--- config.mk ---
export PLATFORM = sky130hd
export DESIGN_NAME = weekly_window_scheduler
export DESIGN_NICKNAME = d
export VERILOG_FILES = /design/src/wws_pkg.sv /design/src/wws_cfg.sv /design/src/wws_adjust.sv /design/src/wws_decide.sv /design/src/wws_count.sv /design/src/weekly_window_scheduler.sv
export SDC_FILE = /design/constraint.sdc
export NUM_CORES = 1
export LEC_CHECK = 0
export BUFFER_PORTS_ARGS = -buffer_cell sky130_fd_sc_hd__buf_2
export CAP_MARGIN = 10
export CORE_ASPECT_RATIO = 0.5
export CORE_UTILIZATION = 30
export DETAILED_ROUTE_END_ITERATION = 8
export HOLD_SLACK_MARGIN = 0.12
export PLACE_DENSITY = 0.43
export SYNTH_ARGS = -nofsm -noshare
export SYNTH_HDL_FRONTEND = slang
export SYNTH_HIERARCHICAL = 1
export SYNTH_SLANG_ARGS = --single-unit
--- constraint.sdc ---
create_clock -name i_clk -period 7.07 [get_ports i_clk]
set_input_delay 1.414 -clock i_clk [delete_from_list [all_inputs] [get_ports i_clk]]
set_output_delay 1.414 -clock i_clk [all_outputs]
set_load 0.005 [all_outputs]
--- src/wws_pkg.sv ---
package wws_pkg;

    localparam int unsigned SecsPerDay  = 86400;
    localparam int unsigned DaysPerWeek = 7;

    typedef enum logic [1:0] {
        CFG_WEEKDAY_MASK = 2'd0,
        CFG_WINDOW_START = 2'd1,
        CFG_WINDOW_STOP  = 2'd2
    } t_cfg_idx;

    typedef struct packed {
        logic [2:0]  weekday;
        logic [16:0] second_of_day;
    } t_in_item;

    typedef struct packed {
        logic        window_open;
        logic [19:0] seconds_to_mark;
    } t_out_item;

    typedef struct packed {
        logic [6:0]  weekday_mask;
        logic [16:0] window_start;
        logic [16:0] window_stop;
    } t_cfg;

    // window after midnight adjustment and day class
    typedef struct packed {
        logic [16:0]        now;
        logic signed [18:0] start;
        logic signed [18:0] stop;
        logic [6:0]         rot_mask;
        logic               mask_empty;
        logic               day_cur;
        logic               day_prev;
        logic               day_none;
    } t_s1;

    // decision, selected mark and midnight offset
    typedef struct packed {
        logic               open;
        logic               whole_day;
        logic               past_mark;
        logic [16:0]        now;
        logic signed [18:0] mark;
        logic [19:0]        day_end;
    } t_s2;

    // bit k of the result is the mask bit of day today+k
    function automatic logic [6:0] rotate_mask(input logic [6:0] mask, input logic [2:0] today);
        logic [6:0] rot;
        logic [3:0] idx;
        rot = '0;
        for (int k = 0; k < 7; k++) begin
            idx = 4'(today) + 4'(k);
            if (idx >= 4'(DaysPerWeek)) begin
                idx = idx - 4'(DaysPerWeek);
            end
            rot[k] = mask[idx[2:0]];
        end
        return rot;
    endfunction

    // seconds from midnight of today to midnight (cnt + 1) days ahead; cnt of five or more gives six days
    function automatic logic [19:0] day_end_secs(input logic [2:0] cnt);
        logic [19:0] secs;
        unique case (cnt)
            3'd0:    secs = 20'(1 * SecsPerDay);
            3'd1:    secs = 20'(2 * SecsPerDay);
            3'd2:    secs = 20'(3 * SecsPerDay);
            3'd3:    secs = 20'(4 * SecsPerDay);
            3'd4:    secs = 20'(5 * SecsPerDay);
            default: secs = 20'(6 * SecsPerDay);
        endcase
        return secs;
    endfunction

endpackage

--- src/wws_cfg.sv ---
module wws_cfg (
    input  logic                i_clk,
    input  logic                i_rst_n,
    input  logic                i_cfg_valid,
    output logic                o_cfg_ready,
    input  logic [1:0]          i_cfg_index,
    input  logic [16:0]         i_cfg_data,
    output wws_pkg::t_cfg       o_cfg
);

    wws_pkg::t_cfg r_cfg;
    wws_pkg::t_cfg n_cfg;

    always_comb begin
        n_cfg = r_cfg;
        if (i_cfg_valid) begin
            unique case (wws_pkg::t_cfg_idx'(i_cfg_index))
                wws_pkg::CFG_WEEKDAY_MASK: n_cfg.weekday_mask = i_cfg_data[6:0];
                wws_pkg::CFG_WINDOW_START: n_cfg.window_start = i_cfg_data;
                wws_pkg::CFG_WINDOW_STOP:  n_cfg.window_stop  = i_cfg_data;
                default:                   n_cfg = r_cfg;
            endcase
        end
    end

    always_ff @(posedge i_clk) begin
        if (!i_rst_n) begin
            r_cfg.weekday_mask <= 7'h7f;
            r_cfg.window_start <= '0;
            r_cfg.window_stop  <= '0;
        end else begin
            r_cfg <= n_cfg;
        end
    end

    assign o_cfg_ready = 1'b1;
    assign o_cfg       = r_cfg;

endmodule

--- src/wws_adjust.sv ---
module wws_adjust (
    input  logic                i_clk,
    input  logic                i_rst_n,
    input  wws_pkg::t_cfg       i_cfg,
    input  logic                i_valid,
    output logic                o_ready,
    input  wws_pkg::t_in_item   i_data,
    output logic                o_valid,
    input  logic                i_ready,
    output wws_pkg::t_s1        o_data
);

    logic         r_valid;
    wws_pkg::t_s1 r_data;
    wws_pkg::t_s1 n_data;
    logic [2:0]   today;
    logic signed [18:0] start_ext;
    logic signed [18:0] stop_ext;
    logic signed [18:0] now_ext;
    logic         cur_set;
    logic         prev_set;

    always_comb begin
        today     = (i_data.weekday == 3'd7) ? 3'd0 : i_data.weekday;
        start_ext = signed'({2'b00, i_cfg.window_start});
        stop_ext  = signed'({2'b00, i_cfg.window_stop});
        now_ext   = signed'({2'b00, i_data.second_of_day});

        n_data.now      = i_data.second_of_day;
        n_data.start    = start_ext;
        n_data.stop     = stop_ext;
        // move one end by a day when the window crosses midnight
        if (start_ext > stop_ext) begin
            if (now_ext < stop_ext) begin
                n_data.start = start_ext - 19'(wws_pkg::SecsPerDay);
            end else begin
                n_data.stop = stop_ext + 19'(wws_pkg::SecsPerDay);
            end
        end

        n_data.rot_mask   = wws_pkg::rotate_mask(i_cfg.weekday_mask, today);
        n_data.mask_empty = (i_cfg.weekday_mask == 7'd0);
        cur_set           = n_data.rot_mask[0];
        prev_set          = n_data.rot_mask[6];
        n_data.day_cur    = cur_set || n_data.mask_empty;
        n_data.day_prev   = prev_set || n_data.mask_empty;
        n_data.day_none   = !cur_set && !prev_set && !n_data.mask_empty;
    end

    assign o_ready = !r_valid || i_ready;

    always_ff @(posedge i_clk) begin
        if (!i_rst_n) begin
            r_valid <= 1'b0;
        end else if (o_ready) begin
            r_valid <= i_valid;
        end
    end

    always_ff @(posedge i_clk) begin
        if (o_ready && i_valid) begin
            r_data <= n_data;
        end
    end

    assign o_valid = r_valid;
    assign o_data  = r_data;

endmodule

--- src/wws_decide.sv ---
module wws_decide (
    input  logic                i_clk,
    input  logic                i_rst_n,
    input  logic                i_valid,
    output logic                o_ready,
    input  wws_pkg::t_s1        i_data,
    output logic                o_valid,
    input  logic                i_ready,
    output wws_pkg::t_s2        o_data
);

    logic         r_valid;
    wws_pkg::t_s2 r_data;
    wws_pkg::t_s2 n_data;
    logic signed [18:0] now_ext;
    logic         whole;
    logic         in_win;
    logic         open;
    logic         want;
    logic [2:0]   cnt;

    always_comb begin
        now_ext = signed'({2'b00, i_data.now});
        whole   = (i_data.start == i_data.stop);
        in_win  = (i_data.start <= now_ext) && (now_ext < i_data.stop);
        open    = !i_data.day_none &&
                  ((i_data.day_cur && whole) ||
                   (in_win && ((i_data.day_prev && i_data.start < 0) ||
                               (i_data.day_cur && i_data.start >= 0))));
        want    = !open;

        // first following day whose bit matches; default to day six
        cnt = 3'd5;
        for (int k = 6; k >= 1; k--) begin
            if (i_data.rot_mask[k] == want) begin
                cnt = 3'(k - 1);
            end
        end

        n_data.open      = open;
        n_data.whole_day = whole;
        n_data.now       = i_data.now;
        n_data.mark      = open ? i_data.stop : i_data.start;
        n_data.past_mark = now_ext > n_data.mark;
        // empty mask: zero seconds to the next midnight
        n_data.day_end   = i_data.mask_empty ? 20'(i_data.now)
                                             : wws_pkg::day_end_secs(cnt);
    end

    assign o_ready = !r_valid || i_ready;

    always_ff @(posedge i_clk) begin
        if (!i_rst_n) begin
            r_valid <= 1'b0;
        end else if (o_ready) begin
            r_valid <= i_valid;
        end
    end

    always_ff @(posedge i_clk) begin
        if (o_ready && i_valid) begin
            r_data <= n_data;
        end
    end

    assign o_valid = r_valid;
    assign o_data  = r_data;

endmodule

--- src/wws_count.sv ---
module wws_count (
    input  logic                i_clk,
    input  logic                i_rst_n,
    input  logic                i_valid,
    output logic                o_ready,
    input  wws_pkg::t_s2        i_data,
    output logic                o_valid,
    input  logic                i_ready,
    output wws_pkg::t_out_item  o_data
);

    logic               r_valid;
    wws_pkg::t_out_item r_data;
    wws_pkg::t_out_item n_data;
    logic signed [21:0] now_ext;
    logic signed [21:0] mark_ext;
    logic signed [21:0] end_ext;
    logic signed [21:0] secs;

    always_comb begin
        now_ext  = signed'({5'd0, i_data.now});
        mark_ext = 22'(i_data.mark);
        end_ext  = signed'({2'b00, i_data.day_end});

        priority if (i_data.whole_day) begin
            secs = end_ext - now_ext;
        end else if (i_data.past_mark) begin
            secs = end_ext - now_ext + mark_ext;
        end else begin
            secs = mark_ext - now_ext;
        end

        n_data.window_open = i_data.open;
        // clamp to the field range
        priority if (secs < 0) begin
            n_data.seconds_to_mark = 20'd0;
        end else if (secs > 22'sd1048575) begin
            n_data.seconds_to_mark = 20'hfffff;
        end else begin
            n_data.seconds_to_mark = secs[19:0];
        end
    end

    assign o_ready = !r_valid || i_ready;

    always_ff @(posedge i_clk) begin
        if (!i_rst_n) begin
            r_valid <= 1'b0;
        end else if (o_ready) begin
            r_valid <= i_valid;
        end
    end

    always_ff @(posedge i_clk) begin
        if (o_ready && i_valid) begin
            r_data <= n_data;
        end
    end

    assign o_valid = r_valid;
    assign o_data  = r_data;

endmodule

--- src/weekly_window_scheduler.sv ---
// Each item passes the registered adjust, decide and count stages in that order before its
// result is offered at the output.
// Throughput: one item per cycle; each stage holds while its successor is full and stalled.
// Reset (synchronous, active low) empties all stages and loads weekday mask 127,
// window start 0 and window stop 0.
module weekly_window_scheduler (
    input  logic                i_clk,
    input  logic                i_rst_n,
    input  logic                i_in_valid,
    output logic                o_in_ready,
    input  wws_pkg::t_in_item   i_in_data,
    output logic                o_out_valid,
    input  logic                i_out_ready,
    output wws_pkg::t_out_item  o_out_data,
    input  logic                i_cfg_valid,
    output logic                o_cfg_ready,
    input  logic [1:0]          i_cfg_index,
    input  logic [16:0]         i_cfg_data
);

    wws_pkg::t_cfg cfg;
    wws_pkg::t_s1  s1_data;
    wws_pkg::t_s2  s2_data;
    logic          s1_valid;
    logic          s1_ready;
    logic          s2_valid;
    logic          s2_ready;

    wws_cfg u_cfg (
        .i_clk       (i_clk),
        .i_rst_n     (i_rst_n),
        .i_cfg_valid (i_cfg_valid),
        .o_cfg_ready (o_cfg_ready),
        .i_cfg_index (i_cfg_index),
        .i_cfg_data  (i_cfg_data),
        .o_cfg       (cfg)
    );

    wws_adjust u_adjust (
        .i_clk   (i_clk),
        .i_rst_n (i_rst_n),
        .i_cfg   (cfg),
        .i_valid (i_in_valid),
        .o_ready (o_in_ready),
        .i_data  (i_in_data),
        .o_valid (s1_valid),
        .i_ready (s1_ready),
        .o_data  (s1_data)
    );

    wws_decide u_decide (
        .i_clk   (i_clk),
        .i_rst_n (i_rst_n),
        .i_valid (s1_valid),
        .o_ready (s1_ready),
        .i_data  (s1_data),
        .o_valid (s2_valid),
        .i_ready (s2_ready),
        .o_data  (s2_data)
    );

    wws_count u_count (
        .i_clk   (i_clk),
        .i_rst_n (i_rst_n),
        .i_valid (s2_valid),
        .o_ready (s2_ready),
        .i_data  (s2_data),
        .o_valid (o_out_valid),
        .i_ready (i_out_ready),
        .o_data  (o_out_data)
    );

endmodule

==> summary.txt, run 1 <==
Setup path
  – Worst path buffer plus inverter count: 0
  – Max incr delay on CP: 0.88 ns
  – Critical path class: flop to flop
  – Worst EP arrival: roughly 5.4 ns
  – Reg2Reg Setup Slack: roughly 2 ns
  – CP Capture Type: flop
  – Critical Path Fanout Max: 20
  – Worst path required time: 7.39 ns
  – CP Launch Point: u_decide/o_data[39]
  – Critical R2R Launch: u_decide/o_data[39]
  – Delay-heaviest family, CP: compound AO/OA/AOI/OAI gates
  – CP cell instances: ha_1, fa_1, nor2b_4, o31a_1, o21ai_0, nand2b_1, a21o_1, a21oi_1, xnor2_1, ha_1, a21oi_1, and3b_1, a221oi_2, a41oi_1, nor2_1, o21ai_1, a211oi_2, o221a_2
  – Critical path launch point type: flop
  – CP max stage cell: a211oi_2

Power and ir drop
  – Power per cell area: between 200 and 250 mW/mm²
  – Sequential Power Share: 40.7%
  – Max IR drop VDD: 176 µV
  – Combinational power share: 28.2%
  – Clock Power Share: 31.1%
  – Sw power: around 1.1 mW
  – Switching share of total power: about a third
  – Internal power: 2.18 mW
  – Leak: ~6.6 nW

Global route
  – Largest net degree at the start of global routing: 63
  – Initial antenna violation count: 0
  – Total congestion overflow: 0
  – Number of global-route vias before repair: 10,107
  – GRT Total Usage: 16.6%
  – First-pass GRT wire length: 59.5 mm

Timing
  – Final period utilization: a little over 70%
  – RSZ-0062 raised after global routing: no
  – Setup Skew: 0.0154 ns
  – Hold Vio Cnt, Final: 0
  – Setup TNS: 0 ns
  – Final setup viols: 0
  – Min Tclk post-route: 5.09 ns
  – Fmax: between 150 and 200 MHz
  – Worst-Margin Slew: roughly 1.1 ns
  – Max-slew violation total from the final report: 0
  – Hold Slack: 0.425 ns
  – Slew headroom: 24.0%

Run status
  – Status: finished clean

Die
  – Num rows: 54
  – Io pins: 68
  – Initial Util: a little under a third
  – Core Area: between 0.04 and 0.05 mm²
  – Die ar.: 0.0467 mm²
  – Die Y: around 150 µm
  – Chip width: 305 µm

Cells and area
  – Final Instance Area: between 0.015 and 0.02 mm²
  – ANT cells: 0
  – Final nets: roughly 1,600
  – Share of layout cells above drive strength 1: 11.1%
  – Synthesis-to-layout area growth: 10.7%
  – Filler cell count: 4,547

Route
  – 1st-pass router iterations: 5
  – Post-route ant nets: 0
  – Routed WL: 38.5 mm
  – Via density: 5.10
  – DR vias: just over 10,000
  – DRC viols: 0
  – Routed len/inst: roughly 19 µm
  – 1st-iter DRT viols: roughly 710

Clock network
  – Post_cts resized: 0
  – Post-CTS Setup Bufs: 0
  – Clock sink total: 185
  – Clk_lat worst skew: 0.46 ns
  – CTS tree: built
  – Root Buffer: clkbuf_16
  – Total clock buffers created by CTS: 17
  – Hold buffer count at cts: 0
  – Clock-pin slew on the worst setup and hold paths: 0.07 ns
  – Clk buf depth: 2
  – H-tree depth: 4

Synthesis
  – Post-synthesis cell count: between 1,000 and 1,500
  – Syn Nets: around 1,600
  – Mapped cell area: ~0.014 mm²
  – Syn_area_per_cell: 9.87 µm²
  – Yosys warns: 6

Placed design
  – Dpl hpwl: 30.4 mm
  – GP Congestion: approximately 0.85
  – Placement-stage cell area: 0.0146 mm²
  – IO buf count: 66

Min path
  – Type of the worst min-delay path: flop to flop
  – Worst hold path startpoint: u_decide/o_data[58]

Flow run
  – Max-Cap Viols: 0
==> per-stage QoR <==
stage / power, mW / utilization [%] / setup WS [ns] / instances
2_1_floorplan: 2.03 / - / 3.06 / 1391
3_3_place_gp: 2.27 / 32.9 / 2.14 / 2004
3_5_place_dp: 2.28 / 32.9 / 2.03 / 2004
4_1_cts: 3.31 / 34.3 / 2.01 / 2036
5_1_grt: 3.47 / 34.3 / 1.67 / 2036
6_report: 3.29 / 34.3 / 1.98 / 2036
==> area by class of cell <==
type	instances	area, µm²	share of cell area, %
flip-flops and latches	185	5110	33.6
clock inverters	14	185	1.22
clock buffers	18	429	2.82
inverters	133	499	3.28
multi-input cells	1025	7860	51.7
well taps	588	736	4.84
repair buffers	73	383	2.52
==> power by group through the flow <==
stage	clock (mW)	sequential, mW	combinational (mW)
finish	1.02	1.34	0.928
global placement	0	1.36	0.909
global route	1.09	1.35	1.03
CTS	1.05	1.34	0.924
floorplan	0	1.32	0.707
detailed placement	0	1.36	0.916
==> cell usage in the layout, fill, tap and decap left out, types with 13 or more instances in the layout <==
cell type / count
o211ai_1: 19
mux2i_1: 89
o21a_1: 20
edfxtp_1: 141
a21o_1: 22
nand3_1: 28
buf_2: 66
o21ai_0: 45
a211oi_1: 13
inv_1: 129
xor2_1: 51
ha_1: 147
nand4_1: 19
nor2b_1: 14
a21oi_1: 80
nor3_1: 23
nor2_1: 82
nand2_1: 128
dfxtp_1: 44
xnor2_1: 33
nand2b_1: 16
clkbuf_16: 17
==> final timing paths <==
| check | endpoint | cells past startpoint |
|---|---|---|
| setup reg to reg | u_count/o_data[8] | 18 |
| hold reg to reg | u_count/o_data[20] | 0 |
| setup / recovery | u_count/o_data[8] | 18 |
| hold / removal | u_count/o_data[20] | 0 |
==> state kept, by name, indices dropped and copies added (netlist names) <==
register	cells
u_cfg/o_cfg	41
u_adjust/o_data	62
u_adjust/o_valid	1
u_count/o_valid	1
u_count/o_data	21
u_decide/o_valid	1
u_decide/o_data	58
==> per-layer routing <==
metal  GRT usage (%)  wire length, µm  vias up
li1                -                -     5168
met1            24.0            20000     5013
met2            25.9            16700      183
met3            2.62             1270       23
met4            3.75              429        0
met5               0                0        -
(Power assumes the default switching activity.)
==> run 2: changes to the inputs <==
--- a/config.mk
+++ b/config.mk
@@ -5,6 +5,7 @@
 export SDC_FILE = /design/constraint.sdc
 export NUM_CORES = 1
 export LEC_CHECK = 0
+export ABC_AREA = 1
 export BUFFER_PORTS_ARGS = -buffer_cell sky130_fd_sc_hd__buf_2
 export CAP_MARGIN = 10
 export CORE_ASPECT_RATIO = 0.5
==> constraint.sdc (replaced) <==
create_clock -name i_clk -period 4.94 [get_ports i_clk]
set_input_delay 0.988 -clock i_clk [delete_from_list [all_inputs] [get_ports i_clk]]
set_output_delay 0.988 -clock i_clk [all_outputs]
set_load 0.005 [all_outputs]
==> summary.txt, run 2 <==
Route
  – DR WL met2: around 22 mm
  – Via density: 4.63
  – 1st-iter DRT viols: ~820
  – Routed wl met3: 1.19 mm
  – DR vias: 13,881
  – Met1 wire length: between 20 and 25 mm
  – 1st-pass router iterations: 5
  – Post-route ant nets: 0
  – DRC viols: 0
  – Routed WL: 47.7 mm
  – Max layer used: met4
  – Routed len/inst: 15.9 µm

Cells and area
  – Max reg flops: 62
  – ANT cells: 0
  – Share of layout cells above drive strength 1: 9.63%
  – Most common cell after layout, fill and taps aside: nand2_1
  – Layout Utilization: 33.9%
  – Non-filler cells, final: about 3,000
  – Commonest non-fill, non-tap cells in the layout: nand2_1 (708), inv_1 (349), nor2_1 (181)
  – Final nets: 2,488
  – Synthesis-to-layout area growth: 10.1%

Placed design
  – Pre-CTS WS: around 0.74 ns
  – Placed Cells: 2,964
  – GP Congestion: 0.869
  – IO buf count: 66
  – Dpl hpwl: between 30 and 40 mm

Min path
  – Type of the worst min-delay path: flop to flop

Die
  – Die ar.: 0.0534 mm²
  – Num rows: 58
  – Core Area: ~0.05 mm²
  – Initial Util: 30.8%
  – Chip width: 326 µm
  – Die Y: 164 µm
  – Io pins: 68

Synthesis
  – Syn_area_per_cell: 7.00 µm²
  – Post-synthesis cell count: 2,247
  – Yosys warns: 6
  – Syn Nets: 2,442
  – Mapped cell area: 0.0157 mm²

Setup path
  – Critical R2R Launch: u_adjust/o_data[51]
  – Reg-to-reg endpoint: u_decide/o_data[56]
  – End point of the critical path: u_decide/o_data[56]
  – Critical Path Fanout Max: 16
  – Worst EP arrival: 4.33 ns
  – Reg2Reg Setup Slack: 0.79 ns
  – Critical path launch point type: flop
  – Worst Reg2Reg Path Length in Cells: 22
  – Worst path required time: between 5 and 6 ns
  – CP Capture Type: flop
  – CP Launch Point: u_adjust/o_data[51]
  – Critical path class: flop to flop

Run status
  – Status: finished clean

Clock network
  – Clock sink total: 185
  – Total clock buffers created by CTS: 17
  – Post-CTS Setup Bufs: 0
  – Clock-pin slew on the worst setup and hold paths: ~0.070 ns
  – Post_cts resized: 0
  – Clk_lat worst skew: 0.46 ns
  – Hold buffer count at cts: 0
  – CTS tree: built
  – Clk buf depth: 2
  – H-tree depth: 4
  – Root Buffer: clkbuf_16

Timing
  – Setup Skew: 0.0199 ns
  – Hold Vio Cnt, Final: 0
  – Min Tclk post-route: 4.15 ns
  – Final period utilization: 83.9%
  – Worst setup margin: 0.793 ns
  – Final setup viols: 0
  – Max-slew violation total from the final report: 0
  – RSZ-0062 raised after global routing: no
  – Fmax: 241 MHz
  – Worst-Margin Slew: 0.884 ns
  – Setup TNS: 0 ns
  – Hold Slack: 0.425 ns
  – Slew headroom: 41.1%

Power and ir drop
  – Power per cell area: 298 mW/mm²
  – Leak: 8.71 nW
  – Max IR drop VDD: 203 µV

Global route
  – Largest net degree at the start of global routing: 63
  – First-pass GRT wire length: between 70 and 80 mm
  – Number of global-route vias before repair: 13,261
  – GRT Total Usage: 18.2%
  – Total congestion overflow: 0
  – Initial antenna violation count: 0

Flow run
  – Max-Cap Viols: 0
## run 2: changes by cell type in the layout (fill, tap and decap cells not counted), sizes merged, moves of 20 or more
cell / previous run / this run
nand2: 128 / 749
xor2: 51 / 19
a21oi: 81 / 110
nand3: 29 / 191
nor2: 82 / 196
mux2i: 90 / 1
o21ai: 48 / 87
inv: 137 / 371
o21a: 20 / 0
## run 2: where the power goes
part           switching, mW  leakage [nW]  total (mW)  internal, mW
combinational           1.17          6.69        1.76         0.592
clock                  0.675         0.296        1.44         0.770
sequential             0.120          1.73        1.95          1.83
total                   1.97          8.71        5.16          3.19
## run 2: routing by layer
metal  global-route usage, %  vias to the layer above
li1                        -                     7330
met1                    24.2                     6309
met2                    31.2                      202
met3                    2.20                       40
met4                    4.84                        0
met5                       0                        -
## run 2: area by class of cell
class,instances,area (µm²)
Clock buffer,18,429
Clock inverter,14,180
Fill cell,5587,33700
Inverter,365,1380
Multi-Input combinational cell,1652,8980
Sequential cell,185,5110
Tap cell,690,863
Timing Repair Buffer,72,375
## run 2: stage by stage
stage	cell area [µm²]	power, mW
after floorplan	15700	3.24
after global placement	16700	3.76
after detailed placement	16700	3.75
after CTS	17300	5.22
after global routing	17300	5.53
final	17300	5.16
## run 2: worst min-delay path by stage
stage	startpoint	to	slack, ns	cells past startpoint
2_1_floorplan	u_decide/o_data[58]	u_count/o_data[20]	0.40	0
3_3_place_gp	u_decide/o_data[58]	u_count/o_data[20]	0.40	0
3_5_place_dp	u_decide/o_data[58]	u_count/o_data[20]	0.41	0
4_1_cts	u_decide/o_data[58]	u_count/o_data[20]	0.42	0
5_1_grt	u_decide/o_data[58]	u_count/o_data[20]	0.43	0
6_report	u_decide/o_data[58]	u_count/o_data[20]	0.42	0
## run 2: critical path, cell delays in order (launching register included)
cell      delay, ns
edfxtp_1       0.49
inv_1          0.08
ha_1           0.29
nand2_1        0.11
o21ai_0        0.35
nand3_1        0.13
nand3_1        0.08
nand3_1        0.08
nand2_2        0.09
nand2_4        0.08
nand2_4        0.16
inv_2          0.15
or2_2          0.31
o21ai_2        0.08
ha_1           0.25
nand2_1        0.14
o21ai_0        0.12
a21oi_1        0.19
nor2_1         0.06
o21ai_0        0.24
o211ai_1       0.13
a31oi_1        0.19
o31ai_1        0.09
==> run 3: changes to the inputs <==
--- a/config.mk
+++ b/config.mk
@@ -5,7 +5,7 @@
 export SDC_FILE = /design/constraint.sdc
 export NUM_CORES = 1
 export LEC_CHECK = 0
-export ABC_AREA = 1
+export ABC_AREA = 0
 export BUFFER_PORTS_ARGS = -buffer_cell sky130_fd_sc_hd__buf_2
 export CAP_MARGIN = 10
 export CORE_ASPECT_RATIO = 0.5
==> constraint.sdc (replaced) <==
create_clock -name i_clk -period 4.29 [get_ports i_clk]
set_input_delay 0.858 -clock i_clk [delete_from_list [all_inputs] [get_ports i_clk]]
set_output_delay 0.858 -clock i_clk [all_outputs]
set_load 0.005 [all_outputs]
==> summary.txt, run 3 (synthesis results as in run 1) <==
Run status
  – Status: finished clean

Die
  – Core Area: 0.0443 mm²
  – Io pins: 68
  – Initial Util: between 30% and 40%
  – Chip width: slightly above 300 µm
  – Die ar.: ~0.047 mm²
  – Die Y: 153 µm
  – Num rows: 54

Power and ir drop
  – Sequential Power Share: 38.1%
  – Clock Power Share: between 30% and 40%
  – Sw power: about 1.9 mW
  – Switching share of total power: 32.7%
  – Combinational power share: 31.8%
  – Max IR drop VDD: 297 µV
  – PnR Total Power: 5.74 mW
  – Leak: 7.19 nW
  – Internal power: 3.86 mW
  – Power per cell area: about 350 mW/mm²

Clock network
  – CTS tree: built
  – Clk_lat worst skew: 0.46 ns
  – Total clock buffers created by CTS: 17
  – Clock-pin slew on the worst setup and hold paths: 0.07 ns
  – Clock sink total: 185
  – H-tree depth: 4
  – Clk buf depth: 2
  – Root Buffer: clkbuf_16

Cells and area
  – Share of layout cells above drive strength 1: 20.2%
  – Filler cell count: 4,448
  – Synthesis-to-layout area growth: 19.2%
  – Final nets: 1,749
  – ANT cells: 0
  – Max reg flops: 62
  – Layout Utilization: 36.9%
  – Final Instance Area: 0.0164 mm²
  – Most common cell after layout, fill and taps aside: ha_1
  – Commonest non-fill, non-tap cells in the layout: ha_1 (144), edfxtp_1 (141), nand2_1 (128)

Global route
  – Number of global-route vias before repair: between 10,000 and 15,000
  – Total congestion overflow: 0
  – Largest net degree at the start of global routing: between 60 and 70
  – Initial antenna violation count: 0
  – First-pass GRT wire length: 60.4 mm
  – GRT Total Usage: around 17%

Route
  – DR vias: roughly 11,000
  – Via density: 4.96
  – Post-route ant nets: 0
  – 1st-iter DRT viols: 616
  – 1st-pass router iterations: 5
  – DRC viols: 0
  – Routed WL: 38.9 mm
  – Routed len/inst: ~18 µm

Setup path
  – CP Capture Type: flop
  – Worst EP arrival: 4.52 ns
  – Critical path launch point type: flop
  – Critical path class: flop to flop
  – Worst path required time: about 4.6 ns
  – Critical Path Fanout Max: 20

Timing
  – Worst-Margin Slew: 1.11 ns
  – Min Tclk post-route: 4.19 ns
  – Max-slew violation total from the final report: 0
  – Fmax: 238 MHz
  – Final period utilization: 97.8%
  – Worst setup margin: 0.0961 ns
  – Slew headroom: between 20% and 30%
  – Final setup viols: 0
  – RSZ-0062 raised after global routing: yes
  – Setup Skew: 0.0118 ns
  – Hold Vio Cnt, Final: 0
  – Hold Slack: 0.423 ns

Min path
  – Type of the worst min-delay path: flop to flop

Placed design
  – IO buf count: 66
  – Dpl hpwl: 31.3 mm
  – Placement-stage cell area: 0.0154 mm²
  – Pre-CTS WS: -0.275 ns
  – GP Congestion: roughly 0.9

Flow run
  – Max-Cap Viols: 0
[run 3: cell type report]
cell class / instances / area (µm²) / area share, %
clock buffers: 17 / 425 / 2.60
clock inverters: 15 / 209 / 1.28
inverters: 133 / 499 / 3.05
multi-input cells: 1025 / 8080 / 49.4
flip-flops and latches: 185 / 5110 / 31.2
well taps: 588 / 736 / 4.49
repair buffers: 192 / 1310 / 7.97
[run 3: per-stage QoR]
step,std cells,TNS (ns)
floorplan,1391,0
global placement,2102,-1.04
detailed placement,2102,-2.26
CTS,2139,0
global route,2155,-1.31
finish,2155,0
[run 3: critical path: stages, from the launching register on]
cell      delay, ns
edfxtp_1       0.40
ha_2           0.21
fa_2           0.42
nor2b_4        0.12
o31a_1         0.26
o21ai_0        0.11
nand2b_1       0.10
a21o_1         0.14
a21oi_2        0.07
xnor2_2        0.16
ha_1           0.33
a21oi_1        0.09
and3b_1        0.20
a221oi_4       0.34
a41oi_2        0.21
nor2_2         0.17
o21ai_2        0.08
a211oi_2       0.29
buf_12         0.18
o221a_2        0.18
[run 3: final timing paths]
check / from / end / slack, ns / depth (start not counted)
min reg2reg: u_decide/o_data[58] / u_count/o_data[20] / 0.42 / 0
max: u_decide/o_data[39] / u_count/o_data[16] / 0.1 / 19
min: u_decide/o_data[58] / u_count/o_data[20] / 0.42 / 0
max reg2reg: u_decide/o_data[39] / u_count/o_data[16] / 0.1 / 19
[run 3: what timing repair did]
item / 4_1_cts / 5_1_grt
setup endpoints to repair: 21 / 21
pin swaps: 14 / 24
hold buffers: 0 / 0
gates resized for setup: 16 / 34
setup buffers: 5 / 16
[run 3: power groups by stage]
stage	sequential [mW]	clock, mW	combinational (mW)
after floorplan	2.18	0	1.17
after global placement	2.23	0	1.70
after detailed placement	2.23	0	1.72
after CTS	2.19	1.77	1.77
after global routing	2.21	1.85	2.01
final	2.19	1.73	1.82
[run 3: metal layers]
layer / GRT usage, % / vias to the layer above / routed length (µm) / part of all wire (%)
li1: - / 5398 / - / -
met1: 23.2 / 5070 / 19600 / 51
met2: 27.2 / 189 / 17600 / 45
met3: 2.50 / 31 / 1110 / 2.9
met4: 3.99 / 0 / 558 / 1.4
met5: 0 / - / 0 / 0
